**src/rtl/mwfu_cell.sv**
```systemverilog
// One cell of the field ring: current and previous sample of one slice.
// Depends on nothing but clk/rst_n; data moves to the neighbor on shift.
module mwfu_cell #(
    parameter int SW = 24
) (
    input  logic                 clk,
    input  logic                 rst_n,
    input  logic                 shift,
    input  logic signed [SW-1:0] cur_in,
    input  logic signed [SW-1:0] prev_in,
    output logic signed [SW-1:0] cur_out,
    output logic signed [SW-1:0] prev_out
);

    logic signed [SW-1:0] cur_reg;
    logic signed [SW-1:0] prev_reg;

    // grids are cleared at reset, so these storage cells reset too
    always_ff @(posedge clk or negedge rst_n)
    begin
        if (!rst_n)
        begin
            cur_reg  <= '0;
            prev_reg <= '0;
        end
        else if (shift)
        begin
            cur_reg  <= cur_in;
            prev_reg <= prev_in;
        end
    end

    assign cur_out  = cur_reg;
    assign prev_out = prev_reg;

endmodule

```
**config.mk**
```make
export PLATFORM = sky130hd
export DESIGN_NAME = mwfu_cell
export DESIGN_NICKNAME = d
export VERILOG_FILES = /design/src/rtl/mwfu_cell.sv
export SDC_FILE = /design/constraint.sdc
export NUM_CORES = 1
export LEC_CHECK = 0
export ABC_AREA = 1
export BUFFER_PORTS_ARGS = -buffer_cell sky130_fd_sc_hd__buf_2
export CAP_MARGIN = 15
export CORE_MARGIN = 2
export CORE_UTILIZATION = 39
export DETAILED_ROUTE_END_ITERATION = 10
export PLACE_DENSITY = 0.82
export SYNTH_ARGS = -nofsm -noshare
export SYNTH_HDL_FRONTEND = slang
export SYNTH_SLANG_ARGS = --single-unit
```
**constraint.sdc**
```tcl
create_clock -name clk -period 0.8 [get_ports clk]
set_clock_uncertainty 0.2 [all_clocks]
set_input_delay 0.16 -clock clk [delete_from_list [all_inputs] [get_ports clk]]
set_output_delay 0.16 -clock clk [all_outputs]
set_load 0.01 [all_outputs]
```
==> results of run 1 <==
-- through the flow --
step	util	setup TNS (ps)
2_1_floorplan	-	-461.0
3_3_place_gp	0.5422	-10560
3_5_place_dp	0.5422	-11690
4_1_cts	0.5867	-19670
5_1_grt	0.6295	-23280
6_report	0.6295	-20090
-- power by group --
group	internal, mW	switching (mW)
Combinational	0.560	0.526
Clock	0.564	0.681
Sequential	2.64	0.122
Total	3.76	1.33
-- routing by layer --
layer / up-vias / GRT usage / wire, um
li1: 845 / - / -
met4: 0 / 0.03774 / 25
met1: 761 / 0.2097 / 1846
met5: - / 0 / 0
met2: 65 / 0.2932 / 2129
met3: 4 / 0.04861 / 291
-- logic make-up (layout without fill, tap and decap cells) --
group,count (synthesis),in the layout
buf+inv,11,131
flops,48,48
simple gates,144,144
-- cell usage after synthesis --
master / instances
inv_2: 1
nand2_1: 144
buf_2: 6
dfrtp_1: 48
buf_4: 4
-- flip-flops by register name, indices dropped and copies added, names as in the netlist --
| signal | flops |
|---|---|
| prev_out | 24 |
| cur_out | 24 |
-- worst min-delay path by stage --
stage | to | slack, ps
after global routing | prev_out[21] | -140
after global placement | cur_out[17] | -50
after detailed placement | cur_out[17] | -50
final | cur_out[22] | -130
after floorplan | cur_out[0] | -340
after CTS | prev_out[12] | -150
-- area by class of cell --
type | instances | area, sq um
fill | 404 | 1635
sequential | 48 | 1201
timing repair buffer | 125 | 832.0
multi-input combinational | 144 | 595.6
clock buffer | 5 | 68.82
tap | 52 | 65.06
inverter | 1 | 16.27
-- what timing repair did --
item / CTS / global route
buffers inserted: 14 / 15
pin swaps: 1 / 16
endpoints found under the hold margin: 96 / 48
endpoints found under the setup margin: 56 / 96
resized for setup: 4 / 41
==> impl_metrics.yaml, run 1 <==
die:
  start_util: 0.4090
  die_area_sq_mm: 0.005190
  fp.dieW_um: 72.04
  ios: 99
  dieHeight_um: 72.04
  row_count: 24
  core_sq_mm: 0.004414
drt:
  totalWireLength_um: 4294
  first_pass_iters: 4
  vias: 1675
  wire_per_inst_um: 11.45
  ant_nets: 0
  vias_per_cell: 4.467
  route.detailed.drc: 0
  drt_iter0_drc: 108
logic_synthesis:
  netlist_area_sq_mm: 0.001805
  synth_top_cell_area_share: 0.6653
  avgSynthCellArea_sq_um: 8.894
  synth.mux.area_fraction: 0
  synth_top_area_cell: "dfrtp_1"
  synth_top_family_by_area: "simple AND/OR/NAND/NOR gates"
  synth.distinct_cells: 5
  yosysWarnings: 0
  synth_xor_area_frac: 0
  ys_top_cells_by_area: "dfrtp_1 (67%), nand2_1 (30%), buf_2 (1.7%)"
  synthAdderAreaFrac: 0
  syn_nets: 254
  ys_ff_latch: 48
  yosys.area_share.simple: 0.2994
  synth-compound-area-share: 0
  seq_area_frac_synth: 0.6653
  synthCells: 203
critical_path:
  crit_cells: 1
  reg2reg_slack_ps: -140
  crit_type: "register to output port"
  critPathLaunch: "prev_out[14]"
  crit_family: "flip-flops"
  end_kind: "output port"
  critPathRequiredTime_ps: 440
  arrival_ps: 830
  r2r-end: "prev_out[6]"
  crit_chain: "buf_2"
  crit_slowest_cell: "dfrtp_1"
  start_kind: "register"
  path_buf_inv: 1
  path_max_fanout: 2
  timing.rr.start: "prev_out[6]"
  crit_path_max_incr_delay_ps: 400
  crit_end: "prev_out[14]"
  ff2ff_path_depth: 3
grt:
  grt_use_total: 0.1688
  grt_overflow: 0
  grt_pass1_wl_um: 6879
  antenna_found_initial: 0
  grt_pass1_vias: 1571
  grt_max_degree: 49
clocking:
  cts_buffer_depth: 2
  insertion_delay_ps: 280
  postCtsHoldBufs: 1
  cts.sinks: 48
  cts_buffers: 5
  clock_tree.root_cell: "clkbuf_8"
  cts_tree: "built"
  path_clk_slew_ps: 80
  htreeDepth: 2
sta:
  slew-limit-headroom: 0.8361
  timing.final.ws_setup_ps: -392.7
  fin_crit_sh: 1.491
  holdWs_ps: -135.0
  report.final.hold_viol_count: 48
  rsz0062_at_grt: "yes"
  worst_slew_pin_slew_ps: 245.9
  fmax_mhz: 838.4
  setup_viol: 74
  report.final.slew_viol_count: 0
  layout_min_cycle_time_ps: 1193
placement:
  io_buffer_count: 98
  dp_hpwl_um: 2856
  dp.cells: 347
  place_area_sq_mm: 0.002394
  gp_congestion: 0.6787
  place_ws_ps: -214.0
pwr:
  p_total_mw: 5.093
  p_per_area_mw_per_mm2: 1833
  peakVddDrop_mv: 1.228
  leakage_nw: 1.632
final_layout:
  antenna_cells: 0
  most-common-layout-cells: "nand2_1 (122), buf_2 (95), dfrtp_1 (48)"
  layout_commonest_cell: "nand2_1"
  fin_cells: 375
  drive_gt1_frac: 0.4706
  final_nets: 376
  synthToLayoutAreaGrowth_pct: 53.92
  fin_area_sq_mm: 0.002779
outcome:
  violations: "hold timing, setup timing"
  outcome: "finished with violations"
min_path:
  hp-class: "input pin to register"
  holdCritStartpoint: "cur_in[22]"
  hold_depth: 3
run:
  maxCapViolations: 0
(Power assumes the default switching activity.)
==> inputs of run 2 (changes only) <==
==> constraint.sdc (replaced) <==
create_clock -name clk -period 1.09 [get_ports clk]
set_clock_uncertainty 0.2 [all_clocks]
set_input_delay 0.218 -clock clk [delete_from_list [all_inputs] [get_ports clk]]
set_output_delay 0.218 -clock clk [all_outputs]
set_load 0.01 [all_outputs]
==> run 2 against run 1 <==
Net effect:
- the run ends with setup timing left
- via count up 13%
- worst setup slack gained 230 ps
- die area did not move
- critical path depth unchanged
- utilization up 9.3 points
- register-to-register slack improved by 170 ps
- sequential power decreased by 26%
- clock power shrank 27%
- sequential share of layout area is 5.5 points lower
- worst hold slack improved by 320 ps
==> impl_metrics.yaml, run 2 (synthesis gave the netlist of run 1 again) <==
sta:
  rsz0062_at_grt: "yes"
  fin_crit_sh: 1.147
  layout_min_cycle_time_ps: 1250
  holdWs_ps: 186.3
  fmax_mhz: 799.9
  worst_slew_pin_slew_ps: 260.6
  report.final.hold_viol_count: 0
  slew-limit-headroom: 0.8263
  tns_ps: -6689
  setup_viol: 48
  report.final.slew_viol_count: 0
  timing.final.ws_setup_ps: -160.1
critical_path:
  crit_chain: "buf_2"
  crit_family: "flip-flops"
  end_kind: "output port"
  crit_cells: 1
  crit_type: "register to output port"
  ff2ff_path_depth: 4
  reg2reg_slack_ps: 30
  arrival_ps: 830
  path_max_fanout: 2
  path_buf_inv: 1
  critPathRequiredTime_ps: 670
  crit_path_max_incr_delay_ps: 400
  crit_slowest_cell: "dfrtp_1"
  start_kind: "register"
die:
  die_area_sq_mm: 0.005190
  row_count: 24
  dieHeight_um: 72.04
  ios: 99
  fp.dieW_um: 72.04
  start_util: 0.4090
  core_sq_mm: 0.004414
clocking:
  cts.sinks: 48
  cts_tree: "built"
  path_clk_slew_ps: 70
  cts_buffers: 5
  htreeDepth: 2
  clock_tree.root_cell: "clkbuf_8"
  insertion_delay_ps: 280
  cts_buffer_depth: 2
placement:
  place_ws_ps: 57.24
  io_buffer_count: 98
  place_area_sq_mm: 0.002376
  gp_congestion: 0.7016
  dp_hpwl_um: 2847
pwr:
  peakVddDrop_mv: 0.7209
  leakage_nw: 1.842
  p_per_area_mw_per_mm2: 1208
grt:
  grtUsageMet1: 0.2253
  grt_max_degree: 49
  grt_use_met2: 0.3735
  met3_usage: 0.05694
  grt_pass1_wl_um: 7969
  grt_pass1_vias: 1818
  grt_overflow: 0
  grt_use_total: 0.1988
  antenna_found_initial: 0
  busiest_layer: "met2"
drt:
  vias: 1891
  ant_nets: 0
  route.detailed.drc: 0
  drt_iter0_drc: 64
  vias_per_cell: 4.377
  wire_per_inst_um: 12.20
  totalWireLength_um: 5271
  first_pass_iters: 4
final_layout:
  layout_commonest_cell: "nand2_1"
  final_nets: 433
  drive_gt1_frac: 0.3684
  utilization: 0.7222
  fin_area_sq_mm: 0.003188
  antenna_cells: 0
  synthToLayoutAreaGrowth_pct: 76.58
  most-common-layout-cells: "nand2_1 (143), buf_2 (94), dlygate4sd3_1 (49)"
outcome:
  violations: "setup timing"
  outcome: "finished with violations"
run:
  maxCapViolations: 0
min_path:
  hp-class: "input pin to register"
  hold_depth: 5
-- run 2: changes by cell type in the layout (fill, tap and decap cells not counted), sizes merged --
cell	change
dlygate4sd3	+48
buf	+9
-- run 2: area by class of cell --
type | instances | area, sq um
clock buffers | 5 | 68.82
flip-flops and latches | 48 | 1201
multi-input cells | 144 | 543.0
inverters | 1 | 3.754
repair buffers | 182 | 1306
fillers | 336 | 1226
well taps | 52 | 65.06
-- run 2: metrics by stage --
stage          std cells  power, mW
4_1_cts              417      3.798
3_3_place_gp         348      2.641
5_1_grt              432      4.062
6_report             432      3.850
2_1_floorplan        203      2.318
3_5_place_dp         348      2.662
-- run 2: path summary, 6_finish.rpt --
path / from / endpoint
max in group asynchronous: rst_n / prev_out[9]
setup reg to reg: prev_out[8] / prev_out[8]
min in group asynchronous: rst_n / cur_out[20]
hold / removal: shift / prev_out[15]
setup / recovery: prev_out[22] / prev_out[22]
hold reg to reg: cur_out[0] / cur_out[0]
-- run 2: layer usage --
metal	vias up	part of all wire	routed length [um]
li1	954	-	-
met1	867	0.40	2110
met2	64	0.54	2825
met3	6	0.056	295
met4	0	0.0076	40
met5	-	0	0
-- run 2: report_power, final --
group / switching, mW / internal (mW)
combinational: 0.402 / 0.509
sequential: 0.0886 / 1.94
clock: 0.499 / 0.414
-- run 2: what timing repair did --
action,in CTS,in global routing
hold buffers,49,0
setup endpoints to repair,48,48
resized for setup,0,5
hold endpoints to repair,96,0
setup buffers,15,15
-- run 2: worst register-to-register path: stages (launching register included) --
cell and delay [ps]:
dfrtp_1 380, buf_4 130, buf_4 120, nand2_2 60, nand2_1 50
==> inputs of run 3 (changes only) <==
--- a/config.mk
+++ b/config.mk
@@ -11,7 +11,9 @@
 export CORE_MARGIN = 2
 export CORE_UTILIZATION = 39
 export DETAILED_ROUTE_END_ITERATION = 10
+export HOLD_SLACK_MARGIN = 0.06
 export PLACE_DENSITY = 0.82
+export REMOVE_ABC_BUFFERS = 1
 export SYNTH_ARGS = -nofsm -noshare
 export SYNTH_HDL_FRONTEND = slang
 export SYNTH_SLANG_ARGS = --single-unit
==> run 3 against run 2 <==
Net effect:
- the flow still finishes with violations (setup timing)
- die area unchanged
- final area up 0.94%
- critical path depth unchanged
- via count up 2.6%
- utilization up 0.68 points
- routed wire length up 4.1%
- worst hold slack worse by 13 ps
- global-route usage up 1.2 points
- non-clock buffer count unchanged
- final cell count up 0.69%
- power up 3.9%
==> impl_metrics.yaml, run 3 (synthesis gave the netlist of run 1 again) <==
outcome:
  outcome: "finished with violations"
  violations: "setup timing"
pwr:
  p_total_mw: 3.999
  p_per_area_mw_per_mm2: 1243
  leakage_nw: 1.855
  peakVddDrop_mv: 0.8587
sta:
  worst_slew_pin_slew_ps: 251.4
  setup_viol: 48
  fin_crit_sh: 1.150
  layout_min_cycle_time_ps: 1254
  rsz0062_at_grt: "yes"
  report.final.slew_viol_count: 0
  fmax_mhz: 797.6
  report.final.hold_viol_count: 0
  slew-limit-headroom: 0.8324
  timing.final.ws_setup_ps: -163.8
final_layout:
  drive_gt1_frac: 0.3708
  antenna_cells: 0
  layout_commonest_cell: "nand2_1"
  utilization: 0.7290
  final_nets: 433
  most-common-layout-cells: "nand2_1 (142), buf_2 (95), dlygate4sd3_1 (49)"
  synthToLayoutAreaGrowth_pct: 78.24
placement:
  place_ws_ps: 61.30
  dp_hpwl_um: 2917
  gp_congestion: 0.7452
  io_buffer_count: 98
clocking:
  clock_tree.root_cell: "clkbuf_8"
  cts_buffers: 5
  cts_buffer_depth: 2
  cts.sinks: 48
  path_clk_slew_ps: 80
  htreeDepth: 2
  insertion_delay_ps: 280
  cts_tree: "built"
die:
  ios: 99
  dieHeight_um: 72.04
  fp.dieW_um: 72.04
  start_util: 0.4090
  die_area_sq_mm: 0.005190
  row_count: 24
  core_sq_mm: 0.004414
min_path:
  whs_endpoint: "cur_out[13]"
  hp-class: "input pin to register"
  holdCritStartpoint: "shift"
  hold_depth: 4
run:
  maxCapViolations: 0
critical_path:
  crit_slowest_cell: "dfrtp_1"
  path_max_fanout: 2
  path_buf_inv: 1
  start_kind: "register"
  ff2ff_path_depth: 4
  reg2reg_slack_ps: 20
  crit_path_max_incr_delay_ps: 420
  crit_chain: "buf_6"
  end_kind: "output port"
  r2r-end: "prev_out[10]"
  arrival_ps: 840
  crit_family: "flip-flops"
  critPathRequiredTime_ps: 670
  timing.rr.start: "prev_out[10]"
  crit_type: "register to output port"
drt:
  totalWireLength_um: 5488
  ant_nets: 0
  drt_iter0_drc: 112
  vias: 1941
  first_pass_iters: 4
  route.detailed.drc: 0
  wire_per_inst_um: 12.62
  vias_per_cell: 4.462
grt:
  grt_max_degree: 49
  grt_use_total: 0.2108
  grt_pass1_vias: 1952
  grt_pass1_wl_um: 8569
  grt_overflow: 0
  antenna_found_initial: 0
[run 3: changes by cell type in the layout (fill, tap and decap cells not counted), sizes merged]
cell / delta
clkbuf: +3
[run 3: worst min-delay path, cell delays in order]
cell     delay, ps
buf_2          130
buf_12         160
nand2_1         60
nand2_1         40
[run 3: timing repair]
action                     in CTS  in global routing
hold endpoints to repair       96                  0
setup endpoints to repair      48                 48
setup buffers                  15                 15
hold buffers                   49                  0
gates resized for setup         1                  4
pin swaps                       0                  0
[run 3: power by group]
part	internal [mW]	switching, mW	leakage (nW)	total [mW]
clock network	0.518	0.530	0.0455	1.05
logic	0.511	0.411	1.22	0.922
registers	1.94	0.0921	0.585	2.03
total	2.97	1.03	1.85	4.00
[run 3: worst max path at each step]
stage / endpoint / start / cells past startpoint
after floorplan: cur_out[0] / shift / 3
after global placement: prev_out[11] / shift / 5
after detailed placement: cur_out[0] / shift / 5
after CTS: cur_out[17] / cur_out[17] / 1
after global routing: cur_out[20] / cur_out[20] / 1
final: prev_out[17] / prev_out[17] / 1
[run 3: layout make-up]
cell class              count  area, sq um
inverters                   1        3.754
repair buffers            182         1313
multi-input cells         144        545.5
flip-flops and latches     48         1201
clock buffers               8        90.09
fillers                   327         1196
well taps                  52        65.06
[run 3: per-layer routing]
metal / global-route usage / vias up / part of all wire
met5: 0 / - / 0
met2: 0.4115 / 65 / 0.57
met3: 0.02639 / 6 / 0.044
met1: 0.2346 / 909 / 0.37
met4: 0.06918 / 0 / 0.013
li1: - / 961 / -
[run 3: through the flow]
stage	hold slack [ps]	std cells	setup TNS, ps	area [sq um]
finish	173.4	435	-6771	3218
CTS	166.5	420	-7100	3088
detailed placement	19.44	348	0	2389
global placement	19.53	348	0	2389
global route	182.2	435	-8471	3218
floorplan	-277.6	193	0	1745
