==> src/rtl/mwfu_pkg.sv <==
// Package for the moving window wave field update unit.
// Holds shared widths, defaults, the action codes and the tap control struct.
// No dependencies.
package mwfu_pkg;

    // defaults for the top level parameters
    localparam int GRID_SIZE_DEF    = 1024;
    localparam int SAMPLE_WIDTH_DEF = 24;

    // fixed port widths
    localparam int INDEX_W  = 10;
    localparam int IO_SMP_W = 24;
    localparam int STEP_W   = 32;

    // action codes carried by a transaction
    typedef enum logic [1:0] {
        ACT_LOAD    = 2'd0,
        ACT_ADVANCE = 2'd1,
        ACT_READ    = 2'd2
    } action_t;

    // control from the sequencer to the tap unit at the head of the ring
    typedef struct packed {
        logic shift;     // ring rotates this cycle
        logic load_hit;  // load transaction and head slice matches the index
        logic advance;   // advance transaction in progress
        logic first;     // head slice is slice 0
        logic second;    // head slice is slice 1
    } tap_ctrl_t;

endpackage

==> src/rtl/mwfu_tap.sv <==
// Tap unit at the head of the field ring: leapfrog update, load and read.
// Depends on mwfu_pkg (tap_ctrl_t, IO_SMP_W).
module mwfu_tap
    import mwfu_pkg::*;
#(
    parameter int SW = 24
) (
    input  logic                       clk,
    input  tap_ctrl_t                  ctrl,
    input  logic signed [SW-1:0]       cur_in,
    input  logic signed [SW-1:0]       prev_in,
    input  logic signed [IO_SMP_W-1:0] load_sample,
    output logic signed [SW-1:0]       cur_out,
    output logic signed [SW-1:0]       prev_out,
    output logic signed [IO_SMP_W-1:0] rd_sample
);

    // old values of the two slices that passed the head before this one
    logic signed [SW-1:0] d1_cur_reg;
    logic signed [SW-1:0] d1_prev_reg;
    logic signed [SW-1:0] d2_cur_reg;
    logic signed [SW-1:0] d2_prev_reg;

    logic signed [SW+1:0] sum;
    logic signed [SW-1:0] sum_sat;
    logic signed [SW-1:0] load_val;

    always_ff @(posedge clk)
    begin
        if (ctrl.shift)
        begin
            d1_cur_reg  <= cur_in;
            d1_prev_reg <= prev_in;
            d2_cur_reg  <= d1_cur_reg;
            d2_prev_reg <= d1_prev_reg;
        end
    end

    // exact three-term sum, saturated once when the top three bits disagree
    assign sum = (SW+2)'(d2_cur_reg) + (SW+2)'(cur_in) - (SW+2)'(d2_prev_reg);

    always_comb
    begin
        if ((sum[SW+1] == sum[SW]) && (sum[SW] == sum[SW-1]))
            sum_sat = sum[SW-1:0];
        else if (sum[SW+1])
            sum_sat = {1'b1, {(SW-1){1'b0}}};
        else
            sum_sat = {1'b0, {(SW-1){1'b1}}};
    end

    // load value into sample width, read value into port width
    generate
        if (SW >= IO_SMP_W)
        begin : g_wide
            assign load_val = SW'(load_sample);
            if (SW == IO_SMP_W)
            begin : g_eq
                assign rd_sample = cur_in;
            end
            else
            begin : g_gt
                always_comb
                begin
                    if (cur_in[SW-1:IO_SMP_W-1] == '0 || cur_in[SW-1:IO_SMP_W-1] == '1)
                        rd_sample = cur_in[IO_SMP_W-1:0];
                    else if (cur_in[SW-1])
                        rd_sample = {1'b1, {(IO_SMP_W-1){1'b0}}};
                    else
                        rd_sample = {1'b0, {(IO_SMP_W-1){1'b1}}};
                end
            end
        end
        else
        begin : g_narrow
            assign rd_sample = IO_SMP_W'(cur_in);
            always_comb
            begin
                if (load_sample[IO_SMP_W-1:SW-1] == '0 || load_sample[IO_SMP_W-1:SW-1] == '1)
                    load_val = load_sample[SW-1:0];
                else if (load_sample[IO_SMP_W-1])
                    load_val = {1'b1, {(SW-1){1'b0}}};
                else
                    load_val = {1'b0, {(SW-1){1'b1}}};
            end
        end
    endgenerate

    // new contents for the slice leaving the head
    always_comb
    begin
        cur_out  = cur_in;
        prev_out = prev_in;
        if (ctrl.load_hit)
        begin
            cur_out  = load_val;
            prev_out = load_val;
        end
        else if (ctrl.advance)
        begin
            prev_out = cur_in;
            if (ctrl.first)
                cur_out = '0;
            else if (ctrl.second)
                cur_out = d1_cur_reg;
            else
                cur_out = sum_sat;
        end
    end

endmodule

==> config.mk <==
export PLATFORM = sky130hd
export DESIGN_NAME = mwfu_tap
export DESIGN_NICKNAME = d
export VERILOG_FILES = /design/src/rtl/mwfu_pkg.sv /design/src/rtl/mwfu_tap.sv
export SDC_FILE = /design/constraint.sdc
export NUM_CORES = 1
export LEC_CHECK = 0
export BUFFER_PORTS_ARGS = -buffer_cell sky130_fd_sc_hd__buf_2
export CORE_ASPECT_RATIO = 0.8
export CORE_MARGIN = 3
export CORE_UTILIZATION = 45
export DETAILED_ROUTE_END_ITERATION = 10
export GPL_TIMING_DRIVEN = 0
export PLACE_DENSITY = 0.68
export SYNTH_ARGS = -nofsm -noshare
export SYNTH_HDL_FRONTEND = slang
export SYNTH_SLANG_ARGS = --single-unit
==> constraint.sdc <==
create_clock -name clk -period 4.63 [get_ports clk]
set_input_delay 0.2315 -clock clk [delete_from_list [all_inputs] [get_ports clk]]
set_output_delay 0.2315 -clock clk [all_outputs]
set_load 0.005 [all_outputs]
==> results.md, run 1 <==
- Leaving out fill and tap cells, the most frequent cells in the layout are buf_2, inv_1, edfxtp_1, a21oi_1, nor2_1.
- After the first detailed-routing iteration, the DRC count stood at 409.
- The timing startpoint of the critical path is d2_prev_reg[18].
- Max-cap violations in this run came to 0.
- Adding up every negative setup slack in the final design gives 0 ns.
- The count of placed standard cells including taps is between 1000 and 1500.
- After layout, the worst path uses 96.7% of the clock period.
- After detailed placement, the total cell area comes to a little under 8000 µm².
- The share of cells above drive strength 1 is between 20 and 30%.
- After the flow finishes, the layout carries non-filler instances totaling 1032.
- The library cell used most frequently in the layout, excluding fill and tap cells, is buf_2.
- The detailed-placement wirelength estimate is 13.9 mm.
- The worst max-slew margin expressed relative to the limit is between 40% and 50%.
- The number of buffers and inverters on the critical path is 5.
- Clock tree synthesis selected as its root buffer the cell clkbuf_16.
- STA classifies the critical path startpoint as a flop.
- For this configuration, the core starts out at a cell density of a little under half.
- Overall power consumption after layout is estimated at about 3000 µW.
- The H-tree was split into 3 levels.
- The final hold violation count is 0.
- The routability-driven placement congestion ratio is between 0.8 and 0.9.
- The count of buffers from port buffering is 147.
- The vertical extent of the die is 115 µm.
- The worst path setup slack after routing is 0.153 ns.
- edfxtp_1 takes more of the synthesized area than any other cell.
- The first global-routing pass estimated ~28 mm of wire.
- The final antenna-violating net count is 0.
- Clock tree synthesis found a total of between 90 and 100 sinks.
- From left edge to right edge, the die measures between 100 and 150 µm.
- The number of antenna violations at the first check in global routing is 1.
- Broken down by cell family, the worst path's largest delay share belongs to compound AO/OA/AOI/OAI gates.
- On the critical path, the stage with the largest delay is an instance of fa_1.
- In this run the standard cell core region covers ~14000 µm².
- In this run, synthesis inferred 96 flip-flops with an integrated enable.
- Along the worst path, the maximum fanout reaches 9.
- Of all flip-flops after synthesis, the portion carrying an async set or reset was 0%.
- The capturing element type of the critical path is an output pin.
- The delay of the slowest cell on the worst path is roughly 0.51 ns.
- For this block, the routed nets add up to ~19 mm of wire.
- The launch instance of the worst min-delay path is prev_in[2].
- The predominant post-synthesis flop cell is edfxtp_1.
- After detailed routing, the number of vias per cell comes to ~5.4.
- The cell with the most instances on the worst path is buf_4.
- The total vias in the final route is between 5000 and 6000.
- In the routed design, unresolved DRC markers number 0.
- 0 antenna diodes ended up in the layout.
- In the final design database the tool counted around 970 nets.
- The cell count after synthesis came out at between 600 and 700.
- The distinct cell type count of the synthesized netlist is just under 70.
- In the post-synthesis netlist, the biggest area contributors are edfxtp_1, fa_1, inv_1.
- Global routing finished with a remaining overflow of 0.
- The number of clock buffers added by TritonCTS is 9.
- The achievable frequency is 223 MHz.
- The maximum vdd drop is between 0.2 and 0.3 mV.
- In this run the cell area of the synthesized design comes to 6710 µm².
- In this run the core area contains 39 standard-cell rows.
- The pin count of the biggest net entering global routing is 53.
- The average instance in the mapped netlist occupies about 10 µm².
- Summing all non-filler instances in the final layout gives an area of slightly above 8000 µm².
- The reg-to-reg setup timing slack is 3.94 ns.
- The number of top-level design ports is 150.
- The clock passes through at most 2 buffers.
- The via count of the first global-routing pass came to 5255.
- The signal on the critical path passes through fa_1 > inv_1 > ha_1 > buf_4 > nand4_2 > or3b_4 > o311ai_4 > xnor2_2 > buf_4 > o311a_4 > a211oi_4 > buf_4 > o311ai_0 > a21oi_1 > buf_2.
- The run finished with clean final reports.
- STA puts the critical path data arrival time at around 4.3 ns.
- TritonCTS built the clock tree.
- The worst path needs 4.48 ns of the cycle, external delays included.
- The cts-stage hold buffer count is 0.
- In the final routed layout, each cell accounts on average for around 18 µm.
- The setup path with the least slack is of type flop to output pin.
- The power per cell area is roughly 370 nW/µm².
- At the placement stage, the worst setup path has a slack of 0.107 ns.
- The share of the synthesized area in the top cell type is between 40 and 50%.
- Counting flops and latches in the post-synthesis netlist gives 96.
- The leakage power figure is 0.00367 µW.
- The count of TritonRoute iterations in the first routing pass is 5.
- For the pin with the worst max-slew slack, the measured transition is around 0.8 ns.
- From synthesis to final layout, the design area changed by 21.5%.
- Setup repair after global routing could not meet its margin everywhere.
- The class of the tightest hold or removal check is primary input to flop.
- For the worst-skew pair, the clock arrives at the later sink with an insertion delay of between 0.3 and 0.4 ns.
- Setup violations remaining at the end of the flow were counted as 0.
- The post-synth net total is roughly 800.
- The clock arrives with 0.00390 ns of skew.
- The synthesis warning total is 0.
- The number of max-slew violations in the final report is 0.
- The die covers about 16000 µm².
- Clock-pin slew was measured on the worst setup and hold paths at around 0.070 ns.
- Global routing used 22.6% of the available tracks.
- The launch instance of the worst register-to-register path is d1_cur_reg[6].
- Sequential elements use between 40% and 50% of the synthesized area.
- STA puts the critical path data required time at approximately 4.4 ns.
-- cell usage after synthesis, types with 2 or more instances --
library cell and instances:
a2111oi_0 2, nor2_1 61, nand3_1 8, a21o_1 5, edfxtp_1 96, nor2b_1 20, inv_1 113, o311ai_0 4
nand2_1 16, o21ai_0 21, fa_1 24, a21boi_0 3, buf_4 29, xor2_1 6, nor3_1 8, buf_2 2
nand4_1 3, o211ai_1 8, mux2_2 2, a31oi_1 3, and3_1 9, o22ai_1 3, a211oi_1 26, and2b_1 3
a21oi_1 66, o21ai_1 3, o21bai_1 3, buf_1 2, ha_1 26, and2_1 5, buf_6 2, a311oi_1 4
nand2b_1 12, o21a_1 4, a211o_1 3, or3_1 3, inv_2 2, clkbuf_1 15, and2_4 2, xnor2_1 15
a221oi_1 4
-- per-stage QoR --
stage          hold WS, ns  utilization [%]
2_1_floorplan        0.330                -
3_3_place_gp         0.400             53.2
3_5_place_dp         0.405             53.4
4_1_cts             0.0416             55.6
5_1_grt             0.0425             56.5
6_report            0.0525             56.5
-- cell families after synthesis --
kind of cell	after synthesis	synth area share, %
AOI/OAI and AO/OA	182	18.8
xor gates and xnor gates	21	2.74
adders and majority gates	50	12.0
buffers and inverters	166	11.3
DFF	96	42.9
muxes	2	0.335
and+or+nand+nor	157	11.9
-- layout make-up --
cell class,instances,area [µm²]
fill,1350,6290
clock buffer,9,225
buffer,51,337
clock inverter,7,55.1
multi-input combinational,412,3150
inverter,115,432
timing repair buffer,158,845
sequential,96,2880
tap,184,230
-- layer usage --
layer | vias to the layer above | routed length [µm] | global-route usage [%]
li1 | 2678 | - | -
met1 | 2623 | 8750 | 34.2
met2 | 254 | 7870 | 32.4
met3 | 21 | 1690 | 5.74
met4 | 2 | 295 | 5.83
met5 | - | 13 | 0
-- path summary, 6_finish.rpt --
check | end | cells past startpoint
worst min register to register | d2_prev_reg[18] | 0
worst max-delay path | cur_out[12] | 15
worst min-delay path | d1_prev_reg[2] | 1
worst max register to register | d2_cur_reg[6] | 0
-- power by group --
group | internal, µW | switching [µW] | total, µW
Sequential | 1030 | 23.7 | 1050
Combinational | 513 | 714 | 1230
Clock | 370 | 359 | 729
Total | 1910 | 1100 | 3010
-- repair_timing --
action / in CTS / in global routing
gates cloned: 0 / 0
endpoints found under the setup margin: 17 / 21
resized for setup: 3 / 20
setup buffers: 4 / 6
pin swaps: 4 / 12
(Power assumes the default switching activity.)
==> inputs of run 2 (changes only) <==
Settings changed: CTS_BUF_LIST set to sky130_fd_sc_hd__clkbuf_4 sky130_fd_sc_hd__clkbuf_8 sky130_fd_sc_hd__clkbuf_16, REMOVE_ABC_BUFFERS set to 1, SLEW_MARGIN set to 20.
==> run 2 against run 1 <==
  * Critical path type unchanged
  * Register-to-register slack improved by 0.02 ns
  * Power rose by 2.0%
  * Sequential share of layout area rose by 1.1 points
  * Largest cell class unchanged
==> results.md, run 2 (same netlist as run 1, synthesis figures left out) <==
- The flow ran to the end, and the final reports show no timing, DRC or antenna violations.
- The routed design has about 16 mm of wire.
- The source-to-sink clock delay at the later pin of the worst-skew pair is about 0.35 ns.
- Setup repair after global routing could not meet its margin everywhere.
- The power per cell area is ~400 nW/µm².
- TritonCTS built the clock tree.
- The combinational group share of total power is roughly 38%.
- The detail-routed net length per standard cell is roughly 16 µm.
- The critical path startpoint category is a flop.
- The leakage power figure is ~0.0035 µW.
- Of the available clock period, the critical path in the final layout requires 96.9%.
- The total inserted antenna cells is 0.
- The final hold violation count is 0.
- Traced cell by cell, the critical path runs through fa_1 > inv_1 > ha_1 > a211oi_2 > o211ai_1 > a32oi_2 > and2b_1 > o32ai_4 > a311oi_1 > a311o_2 > a2111oi_2 > nor3_1 > buf_2.
- In the routed layout, each cell is associated on average with a via count of about 5.4.
- The post-place instance area is 7390 µm².
- Routability-driven placement finished with a final weighted congestion of 0.813.
- The filler cell count in the final layout is around 1300.
- The worst setup timing slack at the placement stage is -0.154 ns.
- The H-tree generated during clock tree synthesis spans 3 levels.
- The DRC violations left is 0.
- The library cell used most frequently in the layout, excluding fill and tap cells, is buf_2.
- Internal power comes to a little over 2000 µW.
- After detailed placement, the design holds a cell count of approximately 960.
- The number of buffers and inverters on the critical path is 2.
- The achievable frequency is 223 MHz.
- The effective utilization at floorplan is between 40% and 50%.
- The analysis attributes to net switching a power of roughly 1000 µW.
- The number of sinks handled by clock tree synthesis is 96.
- The net count of the finished layout is 922.
- Once detail routing completed, the nets flagged for antenna violations numbered 0.
- After clock tree synthesis, the flow added hold-fix buffers numbering 0.
- Once layout is done, the placed cells without fillers occupy between 7000 and 8000 µm².
- Cells fill a little over half of the core in the end.
- The routed design could run at a clock period as short as between 4 and 5 ns.
- CTS placed an instance of clkbuf_16 at the clock tree root.
- Global routing used 19.1% of the available tracks.
- The worst clock skew on the final layout is 0.00413 ns.
- Summed over all nets, the half-perimeter wirelength after detailed placement is between 10 and 15 mm.
- The initial DRC count is about 430.
- STA classifies the critical path endpoint as an output pin.
- The proportion of power drawn by flip-flops and latches is 34.3%.
- In the final timing run, aggregate negative setup slack is 0 ns.
- The final route contains 5293 vias.
- The number of max-slew violations in the final report was 0.
- The first detailed-routing pass took 5 iterations.
- Buffers placed on the I/O ports in this run total about 150.
- The top fanout value on the critical path is 6.
- The floorplan step defined a die boundary enclosing ~16000 µm².
- Leaving out fill and tap cells, the most frequent cells in the layout are buf_2, inv_1, edfxtp_1, a21oi_1, nor2_1.
- The die is ~120 µm tall.
- For the pin with the worst max-slew slack, the measured transition is 0.956 ns.
- The number of antenna violations at the first check in global routing is 0.
- The critical path data arrival time is approximately 4.3 ns.
- In the post-route analysis, the smallest setup slack over all paths is between 0.1 and 0.15 ns.
- Cells with a size suffix above 1 make up approximately a quarter of the layout.
- Clock-pin slew was measured on the worst setup and hold paths at 0.07 ns.
- After floorplanning, the core was divided into 39 placement rows.
- The class of the tightest hold or removal check is primary input to flop.
- Setup violations remaining at the end of the flow were counted as 0.
- The core region is 14400 µm².
- Net switching is between 30% and 40% of the power.
- The tool flagged a number of max-cap violations equal to 0.
- In this design, the largest share of critical-path delay is due to compound AO/OA/AOI/OAI gates.
- The overflow left after global routing is 0.
- The worst max-slew margin expressed relative to the limit is a little over a third.
- In this run the deepest clock path goes through 2 buffers.
- The share of total power dissipated in the clock network is around 28%.
- At the worst endpoint, the required time is roughly 4.4 ns.
- The pin count of the biggest net entering global routing is 75.
- The slowest stage of the critical path is the fa_1 cell.
- The worst setup path is of the flop to output pin kind.
- Once layout is complete, the cells apart from fillers number 982.
- The largest single stage delay on the critical path is around 0.58 ns.
- The total clock buffers created by CTS is 9.
- The number of top-level design ports is 150.
- The worst-case IR drop observed on VDD is ~0.22 mV.
- The chip width is 143 µm.
- The via count of the first global-routing pass came to ~5000.
- The first global-routing pass estimated 24.8 mm of wire.
- The relative area change from synthesis to final layout is 17.8%.
run 2: cell count changes in the layout (fill, tap and decap cells not counted), sizes merged, moves of 2 or more:
cell / change
buf: -32
clkbuf: -18
bufinv: +3
clkinv: -2
run 2: path summary, 6_finish.rpt:
path	start	slack, ns	to	cells after the start
setup / recovery	d2_prev_reg[1]	0.15	cur_out[18]	13
hold / removal	prev_in[6]	0.07	d1_prev_reg[6]	1
setup reg to reg	d1_cur_reg[23]	3.96	d2_cur_reg[23]	0
hold reg to reg	d1_prev_reg[13]	0.42	d2_prev_reg[13]	0
run 2: layout make-up:
class                           count  area (µm²)  share of cell area (%)
Clock buffer                        9         225                    2.85
Multi-Input combinational cell    413        3170                    40.2
Sequential cell                    96        2880                    36.5
Timing Repair Buffer              159         846                    10.7
Clock inverter                      6         115                    1.46
Tap cell                          184         230                    2.91
Inverter                          115         432                    5.46
run 2: per-layer routing:
layer  routed length [µm]  vias to the layer above  track usage [%]  part of all wire (%)
met1                 7440                     2509             27.2                    47
li1                     -                     2574                -                     -
met5                    0                        -                0                     0
met4                  138                        0             4.12                  0.87
met2                 7240                      200             29.9                    46
met3                 1030                       10             4.66                   6.5
run 2: what timing repair did:
item / 4_1_cts / 5_1_grt
endpoints found under the setup margin: 22 / 17
pin swaps: 3 / 4
setup buffers: 4 / 5
gates resized for setup: 10 / 10
endpoints found under the hold margin: 0 / 0
gates cloned: 0 / 1
run 2: through the flow:
| stage | hold WS [ns] | power (µW) |
|---|---|---|
| after global placement | 0.404 | 2090 |
| after global routing | 0.0529 | 3250 |
| after CTS | 0.0525 | 3030 |
| after floorplan | 0.330 | 1770 |
| final | 0.0657 | 3070 |
| after detailed placement | 0.405 | 2110 |
run 2: power groups by stage:
stage / clock network [µW] / registers, µW / logic, µW
final: 856 / 1050 / 1160
after global placement: 0 / 1070 / 1010
after floorplan: 0 / 1070 / 703
after CTS: 876 / 1050 / 1100
after global routing: 908 / 1060 / 1280
after detailed placement: 0 / 1070 / 1040
